## config.mk

```make
export PLATFORM = sky130hd
export DESIGN_NAME = decimal_accumulator_machine
export DESIGN_NICKNAME = d
export VERILOG_FILES = /design/src/hdl/dam_pkg.sv /design/src/hdl/dam_ram.sv /design/src/hdl/dam_decode.sv /design/src/hdl/decimal_accumulator_machine.sv
export SDC_FILE = /design/constraint.sdc
export NUM_CORES = 2
export LEC_CHECK = 0
export BUFFER_PORTS_ARGS = -buffer_cell sky130_fd_sc_hd__buf_4
export CORE_MARGIN = 5
export CORE_UTILIZATION = 35
export CTS_CLUSTER_SIZE = 25
export DETAILED_ROUTE_END_ITERATION = 8
export PLACE_DENSITY = 0.48
export SKIP_CTS_REPAIR_TIMING = 1
export SYNTH_ARGS = -nofsm -noshare
export SYNTH_HDL_FRONTEND = slang
export SYNTH_SLANG_ARGS = --single-unit
```

## constraint.sdc

```tcl
create_clock -name clk -period 13.67 [get_ports clk]
set_clock_uncertainty 0.05 [all_clocks]
set_input_delay 2.0505 -clock clk [delete_from_list [all_inputs] [get_ports clk]]
set_output_delay 2.0505 -clock clk [all_outputs]
set_load 0.01 [all_outputs]
```

## src/hdl/dam_pkg.sv

```systemverilog
// Shared types and constants for the decimal accumulator machine.
`default_nettype none

package dam_pkg;

    // Request kinds carried in the slave-side tuser field.
    typedef enum logic [1:0] {
        REQ_LOAD    = 2'd0,
        REQ_EXEC    = 2'd1,
        REQ_RESTART = 2'd2
    } req_t;

    // Hundreds digit of an instruction word.
    typedef enum logic [3:0] {
        OP_HLT = 4'd0,
        OP_ADD = 4'd1,
        OP_SUB = 4'd2,
        OP_STA = 4'd3,
        OP_LDA = 4'd5,
        OP_BRA = 4'd6,
        OP_BRZ = 4'd7,
        OP_BRP = 4'd8,
        OP_IO  = 4'd9
    } opcode_t;

    // Address digits that select input or output under the I/O opcode.
    localparam logic [6:0] IO_INP = 7'd1;
    localparam logic [6:0] IO_OUT = 7'd2;

    // Smallest word that no longer decodes to a defined three-digit instruction.
    localparam int unsigned WORD_LIMIT = 1000;

    // floor(x / 100) for x below 1000 equals (x * 41) >> 12.
    localparam logic [15:0] DIV100_MUL   = 16'd41;
    localparam logic [9:0]  DIGIT_WEIGHT = 10'd100;

    localparam int unsigned S_TDATA_BITS = 24;
    localparam int unsigned M_TDATA_BITS = 48;

    typedef enum logic [1:0] {
        ST_IDLE  = 2'd0,
        ST_FETCH = 2'd1,
        ST_OPER  = 2'd2
    } state_t;

    // Fields of a fetched instruction word.
    typedef struct packed {
        logic       is_zero;
        logic       is_bad;
        logic [3:0] op;
        logic [6:0] ad;
    } decode_t;

endpackage

`default_nettype wire

```

## src/hdl/dam_ram.sv

```systemverilog
// Generic single-port synchronous RAM with a registered read.
`default_nettype none

module dam_ram #(
    parameter int WIDTH = 16,
    parameter int DEPTH = 100
) (
    input  wire logic                     clk,
    input  wire logic                     en,
    input  wire logic                     we,
    input  wire logic [$clog2(DEPTH)-1:0] addr,
    input  wire logic [WIDTH-1:0]         wdata,
    output logic      [WIDTH-1:0]         rdata
);

    logic [WIDTH-1:0] ram_reg [DEPTH];
    logic [WIDTH-1:0] rdata_reg;

    always_ff @(posedge clk)
    begin
        if (en)
        begin
            if (we)
            begin
                ram_reg[addr] <= wdata;
            end
            else
            begin
                rdata_reg <= ram_reg[addr];
            end
        end
    end

    assign rdata = rdata_reg;

endmodule

`default_nettype wire

```

## src/hdl/dam_decode.sv

```systemverilog
// Splits an instruction word into its opcode digit and address digits.
`default_nettype none

module dam_decode #(
    parameter int WORD_BITS = 16
) (
    input  wire logic [WORD_BITS-1:0] word,
    output dam_pkg::decode_t          dec
);

    import dam_pkg::*;

    logic [9:0]  low_digits;
    logic [15:0] scaled;
    logic [3:0]  quot;
    logic [9:0]  rem;

    // Only words from 1 to 999 are decoded, so ten bits carry the value.
    assign low_digits = word[9:0];
    assign scaled     = {6'd0, low_digits} * DIV100_MUL;
    assign quot       = scaled[15:12];
    assign rem        = low_digits - ({6'd0, quot} * DIGIT_WEIGHT);

    assign dec.is_zero = (word == '0);
    assign dec.is_bad  = word[WORD_BITS-1] || (word >= WORD_BITS'(WORD_LIMIT));
    assign dec.op      = quot;
    assign dec.ad      = rem[6:0];

endmodule

`default_nettype wire

```

## src/hdl/decimal_accumulator_machine.sv

```systemverilog
// Top level of the decimal accumulator machine, a Little Man Computer core.
`default_nettype none

// This core runs decimal three-digit instructions out of a program store of
// STORE_WORDS words of WORD_BITS bits, all zero after reset. Every input
// transfer is a request (load a store word, execute one instruction, or
// restart at address zero) and yields exactly one output transfer holding the
// machine state after that request. The store is a single-port synchronous
// RAM with a registered read; per-word valid flags make unwritten words read
// as zero, so no clearing pass follows reset. The next request is taken as a
// load, a restart or an instruction without a data operand commits from the
// fetch stage, once the output register is free; ADD, SUB, LDA and STA also
// pass through the operand stage, because the operand access follows the
// instruction fetch on the same RAM port, and commit from that stage. The
// result is registered on the master side at commit, and the output register
// lets the next request enter while a result still waits for m_tready.
module decimal_accumulator_machine #(
    parameter int STORE_WORDS = 100,
    parameter int WORD_BITS   = 16
) (
    input  wire logic                              clk,
    input  wire logic                              rst_n,
    input  wire logic                              s_tvalid,
    output logic                                   s_tready,
    // Bits from low: load_address [6:0], data_value [22:7], zero [23].
    input  wire logic [dam_pkg::S_TDATA_BITS-1:0]  s_tdata,
    // Bits from low: req_type [1:0].
    input  wire logic [1:0]                        s_tuser,
    output logic                                   m_tvalid,
    input  wire logic                              m_tready,
    // Bits from low: out_value [15:0], halted [16], bad_opcode [17],
    // pc_value [24:18], acc_value [40:25], zero [47:41].
    output logic      [dam_pkg::M_TDATA_BITS-1:0]  m_tdata,
    // Bits from low: out_valid [0].
    output logic                                   m_tuser
);

    import dam_pkg::*;

    localparam int AW = $clog2(STORE_WORDS);
    localparam logic [6:0]    STORE_LIMIT = 7'(STORE_WORDS);
    localparam logic [AW-1:0] PC_LAST     = AW'(STORE_WORDS - 1);

    // Control state.
    state_t                 state_reg, state_next;
    logic [AW-1:0]          pc_reg, pc_next;
    logic [WORD_BITS-1:0]   acc_reg, acc_next;
    logic                   halt_reg, halt_next;
    logic [STORE_WORDS-1:0] valid_reg;
    logic                   rd_ok_reg, rd_ok_next;
    logic                   m_tvalid_reg;

    // Request payload held while the request is at work.
    logic [1:0]             req_reg;
    logic signed [15:0]     data_reg;
    logic [3:0]             op_reg;

    // Output payload.
    logic [15:0]            oval_out_reg;
    logic                   halt_out_reg;
    logic                   bad_out_reg;
    logic [6:0]             pc_out_reg;
    logic [15:0]            acc_out_reg;
    logic                   ov_out_reg;

    // Stage results.
    logic [AW-1:0]          pc_calc;
    logic [WORD_BITS-1:0]   acc_calc;
    logic                   halt_calc;
    logic                   ov_calc;
    logic                   bad_calc;
    logic                   needs_mem;
    logic                   finish;
    logic                   commit;
    logic                   mem_step;
    logic                   out_free;
    logic                   accept;

    // Decoded fields of the fetched word.
    logic [WORD_BITS-1:0]   fetched_word;
    logic [WORD_BITS-1:0]   operand;
    decode_t                dec;
    logic [AW-1:0]          pc_inc;
    logic [AW-1:0]          branch_pc;
    logic                   ad_in_range;

    // Slave-side fields.
    logic [6:0]             s_load_address;
    logic signed [15:0]     s_data_value;
    logic [WORD_BITS-1:0]   load_word;
    logic [WORD_BITS-1:0]   inp_word;
    logic                   load_in_range;

    // Store port.
    logic                   ram_en;
    logic                   ram_we;
    logic [AW-1:0]          ram_addr;
    logic [WORD_BITS-1:0]   ram_wdata;
    logic [WORD_BITS-1:0]   ram_rdata;

    assign s_load_address = s_tdata[6:0];
    assign s_data_value   = s_tdata[22:7];
    assign load_word      = WORD_BITS'(s_data_value);
    assign inp_word       = WORD_BITS'(data_reg);
    assign load_in_range  = (s_load_address < STORE_LIMIT);

    // A word never written reads as zero; so does an address past the store.
    assign fetched_word = rd_ok_reg ? ram_rdata : '0;
    assign operand      = fetched_word;

    dam_decode #(
        .WORD_BITS (WORD_BITS)
    ) u_decode (
        .word (fetched_word),
        .dec  (dec)
    );

    assign ad_in_range = (dec.ad < STORE_LIMIT);
    assign pc_inc      = (pc_reg == PC_LAST) ? '0 : pc_reg + AW'(1);
    assign branch_pc   = ad_in_range ? dec.ad[AW-1:0] : '0;

    // Work of the current stage: the fetch stage decides every request, the
    // operand stage completes the accumulator for ADD, SUB and LDA.
    always_comb
    begin
        pc_calc   = pc_reg;
        acc_calc  = acc_reg;
        halt_calc = halt_reg;
        ov_calc   = 1'b0;
        bad_calc  = 1'b0;
        needs_mem = 1'b0;
        finish    = 1'b0;
        case (state_reg)
            ST_FETCH:
            begin
                finish = 1'b1;
                case (req_reg)
                    REQ_RESTART:
                    begin
                        pc_calc   = '0;
                        halt_calc = 1'b0;
                    end
                    REQ_EXEC:
                    begin
                        if (!halt_reg)
                        begin
                            if (dec.is_zero)
                            begin
                                halt_calc = 1'b1;
                            end
                            else if (dec.is_bad)
                            begin
                                bad_calc = 1'b1;
                                pc_calc  = pc_inc;
                            end
                            else
                            begin
                                pc_calc = pc_inc;
                                case (dec.op)
                                    OP_ADD, OP_SUB, OP_LDA, OP_STA:
                                    begin
                                        needs_mem = 1'b1;
                                        finish    = 1'b0;
                                    end
                                    OP_BRA:
                                    begin
                                        pc_calc = branch_pc;
                                    end
                                    OP_BRZ:
                                    begin
                                        if (acc_reg == '0)
                                        begin
                                            pc_calc = branch_pc;
                                        end
                                    end
                                    OP_BRP:
                                    begin
                                        if (!acc_reg[WORD_BITS-1])
                                        begin
                                            pc_calc = branch_pc;
                                        end
                                    end
                                    OP_IO:
                                    begin
                                        if (dec.ad == IO_INP)
                                        begin
                                            acc_calc = inp_word;
                                        end
                                        else if (dec.ad == IO_OUT)
                                        begin
                                            ov_calc = 1'b1;
                                        end
                                    end
                                    OP_HLT:
                                    begin
                                        // A zero hundreds digit with a nonzero address is a no-op.
                                    end
                                    default:
                                    begin
                                        bad_calc = 1'b1;
                                    end
                                endcase
                            end
                        end
                    end
                    default:
                    begin
                        // Loads were written when taken; unknown kinds change nothing.
                    end
                endcase
            end
            ST_OPER:
            begin
                finish = 1'b1;
                case (op_reg)
                    OP_ADD:
                    begin
                        acc_calc = acc_reg + operand;
                    end
                    OP_SUB:
                    begin
                        acc_calc = acc_reg - operand;
                    end
                    OP_LDA:
                    begin
                        acc_calc = operand;
                    end
                    default:
                    begin
                        // STA wrote the store in the fetch stage.
                    end
                endcase
            end
            default:
            begin
            end
        endcase
    end

    // An idle machine takes a request even while a result waits; the request then
    // holds in the fetch stage, or in the operand stage for ADD, SUB, LDA and STA, until the output register frees up.
    assign out_free = !m_tvalid_reg || m_tready;
    assign commit   = finish && out_free;
    assign mem_step = needs_mem;
    assign s_tready = (state_reg == ST_IDLE) || commit;
    assign accept   = s_tvalid && s_tready;

    assign pc_next   = (commit || mem_step) ? pc_calc : pc_reg;
    assign acc_next  = commit ? acc_calc : acc_reg;
    assign halt_next = commit ? halt_calc : halt_reg;

    // The store port serves the request being taken, or the operand access
    // of an instruction in the fetch stage; these never fall in one cycle.
    always_comb
    begin
        ram_en    = 1'b0;
        ram_we    = 1'b0;
        ram_addr  = pc_next;
        ram_wdata = acc_reg;
        if (accept)
        begin
            case (s_tuser)
                REQ_LOAD:
                begin
                    ram_en    = load_in_range;
                    ram_we    = 1'b1;
                    ram_addr  = s_load_address[AW-1:0];
                    ram_wdata = load_word;
                end
                REQ_EXEC:
                begin
                    ram_en   = 1'b1;
                    ram_addr = pc_next;
                end
                default:
                begin
                end
            endcase
        end
        else if (mem_step)
        begin
            ram_en   = ad_in_range;
            ram_we   = (dec.op == OP_STA);
            ram_addr = dec.ad[AW-1:0];
        end
    end

    assign rd_ok_next = ram_en && !ram_we && valid_reg[ram_addr];

    dam_ram #(
        .WIDTH (WORD_BITS),
        .DEPTH (STORE_WORDS)
    ) u_store (
        .clk   (clk),
        .en    (ram_en),
        .we    (ram_we),
        .addr  (ram_addr),
        .wdata (ram_wdata),
        .rdata (ram_rdata)
    );

    always_comb
    begin
        state_next = state_reg;
        case (state_reg)
            ST_IDLE:
            begin
                if (accept)
                begin
                    state_next = ST_FETCH;
                end
            end
            ST_FETCH:
            begin
                if (needs_mem)
                begin
                    state_next = ST_OPER;
                end
                else if (commit)
                begin
                    state_next = accept ? ST_FETCH : ST_IDLE;
                end
            end
            ST_OPER:
            begin
                if (commit)
                begin
                    state_next = accept ? ST_FETCH : ST_IDLE;
                end
            end
            default:
            begin
                state_next = ST_IDLE;
            end
        endcase
    end

    always_ff @(posedge clk or negedge rst_n)
    begin
        if (!rst_n)
        begin
            state_reg    <= ST_IDLE;
            pc_reg       <= '0;
            acc_reg      <= '0;
            halt_reg     <= 1'b0;
            valid_reg    <= '0;
            rd_ok_reg    <= 1'b0;
            m_tvalid_reg <= 1'b0;
        end
        else
        begin
            state_reg <= state_next;
            pc_reg    <= pc_next;
            acc_reg   <= acc_next;
            halt_reg  <= halt_next;
            if (ram_en && ram_we)
            begin
                valid_reg[ram_addr] <= 1'b1;
            end
            if ((ram_en && !ram_we) || mem_step)
            begin
                rd_ok_reg <= rd_ok_next;
            end
            if (commit)
            begin
                m_tvalid_reg <= 1'b1;
            end
            else if (m_tready)
            begin
                m_tvalid_reg <= 1'b0;
            end
        end
    end

    always_ff @(posedge clk)
    begin
        if (accept)
        begin
            req_reg  <= s_tuser;
            data_reg <= s_data_value;
        end
        if (mem_step)
        begin
            op_reg <= dec.op;
        end
        if (commit)
        begin
            ov_out_reg   <= ov_calc;
            oval_out_reg <= ov_calc ? 16'(acc_reg) : 16'd0;
            halt_out_reg <= halt_calc;
            bad_out_reg  <= bad_calc;
            pc_out_reg   <= 7'(pc_calc);
            acc_out_reg  <= 16'(acc_calc);
        end
    end

    assign m_tvalid = m_tvalid_reg;
    assign m_tuser  = ov_out_reg;
    assign m_tdata  = {7'd0, acc_out_reg, pc_out_reg, bad_out_reg, halt_out_reg,
                       oval_out_reg};

endmodule

`default_nettype wire
```

==> impl_metrics.env <==
export IMPL_status="complete, no violations"
export IMPL_cp_max_fo=75
export IMPL_fin_tns_setup_ns=0
export IMPL_synthTopCellsByCount="edfxtp_1, nand2_1, a21oi_1, nor2_1, o21ai_0"
export IMPL_synthDistinctLibCells=102
export IMPL_drive_gt1_share_pct=17.2
export IMPL_cts_made_buffers=196
export IMPL_worst_r2r_endpoint="u_store.rdata[0]$_DFFE_PP_"
export IMPL_multi_input_area_um2=19000
export IMPL_drt_total_wl_um=283000
export IMPL_cts_tree="done"
export IMPL_grt_overflow=0
export IMPL_place_inst=7975
export IMPL_initialDrtViolationCount=5830
export IMPL_power_density_nw_per_um2=275
export IMPL_synth_top_area_share_pct=68.4
export IMPL_holdPathStages=1
export IMPL_relSlewSlack_pct=5.65
export IMPL_drtAntennaViolNets=0
export IMPL_setup_viol=0
export IMPL_cpMaxStageDelayCell="nor2_4"
export IMPL_antenna_found_initial=24
export IMPL_worst_slew_pin_slew_ns=1.40
export IMPL_pin_count=81
export IMPL_drv_cap=0
export IMPL_die_height_um=469
export IMPL_drv_slew=0
export IMPL_dpl_hpwl_um=170000
export IMPL_yosysSeqAreaShare_pct=72.8
export IMPL_initial_utilization_pct=35.2
export IMPL_grt_total_usage_pct=25.1
export IMPL_crit_type="flop to flop"
export IMPL_clock_fmax_ghz=0.0850
export IMPL_crit_path_end="u_store.rdata[0]$_DFFE_PP_"
export IMPL_critical_path_depth=29
export IMPL_yosys_area_top_type="edfxtp_1"
export IMPL_area_growth_pct=15.9
export IMPL_cpMostUsedCell="ha_1"
export IMPL_hold_violations=0
export IMPL_synth_main_ff_cell="edfxtp_1"
export IMPL_clk_path_buf_depth=3
export IMPL_cts_clk_slew_worst_paths_ns=0.05
export IMPL_syn_inst=5145
export IMPL_synth_most_common_cell="edfxtp_1"
export IMPL_clk_latency_ns=0.84
export IMPL_holdCritPathClass="flop to flop"
export IMPL_synth_edf_count=1680
export IMPL_fillers=19400
export IMPL_ir_worst_vdd_v=0.000366
export IMPL_drc=0
export IMPL_r2r_slack_ns=1.91
export IMPL_die_x_um=469
export IMPL_synth_seq_cells=1808
export IMPL_clock_sinks=1808
export IMPL_nets=5463
export IMPL_critPathCaptureType="flop"
export IMPL_reg2reg_depth=29
export IMPL_cp_slowest_stage_delay_ns=1.10
export IMPL_rsz0062_at_grt="no"
export IMPL_path_buf_inv=4
export IMPL_netlist_area_um2=73700
export IMPL_stdcell_count=8349
export IMPL_finalCritPeriodShare_pct=86.1
export IMPL_wl_per_cell_um=33.9
export IMPL_vias=48400
export IMPL_largest_reg_flops=1600
export IMPL_critPathLaunchType="flop"
export IMPL_rows=168
export IMPL_cp_startpoint="rd_ok_reg$_DFFE_PN0P_"
export IMPL_numPortBuffers=72
export IMPL_period_minus_slack_ns=11.76
export IMPL_crit_required_ns=14.26
export IMPL_grt_pass1_vias=46000
export IMPL_die_area_um2=220000
export IMPL_firstDrtPassIters=6
export IMPL_cts_max_level=4
export IMPL_yosys_top_cells_area="edfxtp_1, dfrtp_1, nand2_1, a21oi_1, mux2i_1"
export IMPL_place_congestion=0.885
export IMPL_grt_max_degree=85
export IMPL_syn_avg_cell_area_um2=14.3
export IMPL_cp_arrival_ns=12.35
export IMPL_r2r_start="rd_ok_reg$_DFFE_PN0P_"
export IMPL_cp_top_family="simple AND/OR/NAND/NOR gates"
export IMPL_leakage_nw=29.7
export IMPL_ys_async_sr_fraction_pct=7.08
export IMPL_grt_pass1_wl_um=385000
export IMPL_core_area_um2=210000
export IMPL_yosys_warnings=0
export IMPL_worstHoldStart="valid_reg[59]$_DFFE_PN0P_"
export IMPL_area_sequential_um2=53700
export IMPL_cts_root_buffer="clkbuf_16"
export IMPL_vias_per_cell=5.79
-- logic make-up (layout without fill, tap and decap cells) --
logic type                 Yosys count  count (layout)  synth area share [%]
AOI/OAI and AO/OA                 1286            1286                  12.1
xor gates and xnor gates            35              35                 0.426
adders and majority gates           65              65                  1.15
buffers and inverters              353             739                  2.28
DFF                               1808            1808                  72.8
muxes                              204             204                  2.94
other                                1              14               0.00509
and+or+nand+nor                   1393            1393                  8.39
-- how the worst min path moves through the flow --
stage                                      endpoint  slack, ns
after floorplan           valid_reg[82]$_DFFE_PN0P_       0.38
after global placement    valid_reg[71]$_DFFE_PN0P_       0.40
after detailed placement   valid_reg[8]$_DFFE_PN0P_       0.40
after CTS                  valid_reg[8]$_DFFE_PN0P_       0.41
after global routing      valid_reg[22]$_DFFE_PN0P_       0.42
final                     valid_reg[59]$_DFFE_PN0P_       0.41
-- power breakdown --
| group | switching, mW | internal, mW |
|---|---|---|
| Combinational | 8.71 | 2.99 |
| Sequential | 0.112 | 6.44 |
| Clock | 2.28 | 2.98 |
-- placed cells by master, fill, tap and decap left out, drive strengths merged, types with 11 or more instances in the layout --
cell	netlist	routed
nor4	26	26
o2bb2ai	23	23
a211oi	69	69
o21ai	179	179
a222oi	19	19
clkinv	0	61
a311oi	12	12
a221o	22	22
o221ai	11	11
a21boi	11	11
a32oi	17	17
o31ai	14	14
clkbuf	94	290
and2	30	30
ha	60	60
a21o	13	13
xnor2	23	23
a22o	31	31
nand4	25	25
or2	103	103
inv	40	45
o22ai	48	48
edfxtp	1680	1680
buf	219	332
a221oi	120	120
mux2	61	61
a22oi	150	150
and3	27	27
a31oi	52	52
nor3	43	43
a21oi	361	361
xor2	12	12
mux2i	139	139
nor2	240	240
dfrtp	128	128
nand3	106	106
o211ai	42	42
a2111oi	14	14
nand2	740	740
-- worst register-to-register path, delay by kind of cell (launching register included) --
kind	cells	cell delay, ns
AO/OA/AOI/OAI	11	3.36
XOR/XNOR	1	0.56
adder cells (fa/ha/maj)	4	1.42
buffers and inverters	4	1.70
flip-flops	1	0.91
AND/OR/NAND/NOR	9	3.56
-- routing by layer --
layer	share of wire [%]	vias to the layer above	GRT usage, %
li1	-	20400	-
met1	40	25000	33.4
met2	45	2472	39.2
met3	9.8	482	6.94
met4	4.4	12	9.88
met5	0.028	-	0
-- stage by stage --
step	cell area, µm²	hold WS (ns)	power [mW]	setup slack (ns)	utilization, %
floorplan	73800	0.381	12.6	3.56	-
global placement	79100	0.395	18.2	2.08	37.7
detailed placement	79100	0.396	18.2	1.91	37.7
CTS	85400	0.411	23.4	1.89	40.8
global route	85400	0.422	24.2	1.35	40.8
finish	85500	0.409	23.5	1.91	40.8
-- area by class of cell --
type	count	area share [%]
Antenna cell	7	0.0205
Clock buffer	290	6.46
Clock inverter	77	0.991
Inverter	40	0.176
Multi-Input combinational cell	2990	22.3
Sequential cell	1808	62.8
Tap cell	2805	4.11
Timing Repair Buffer	332	3.18
(Power assumes the default switching activity.)
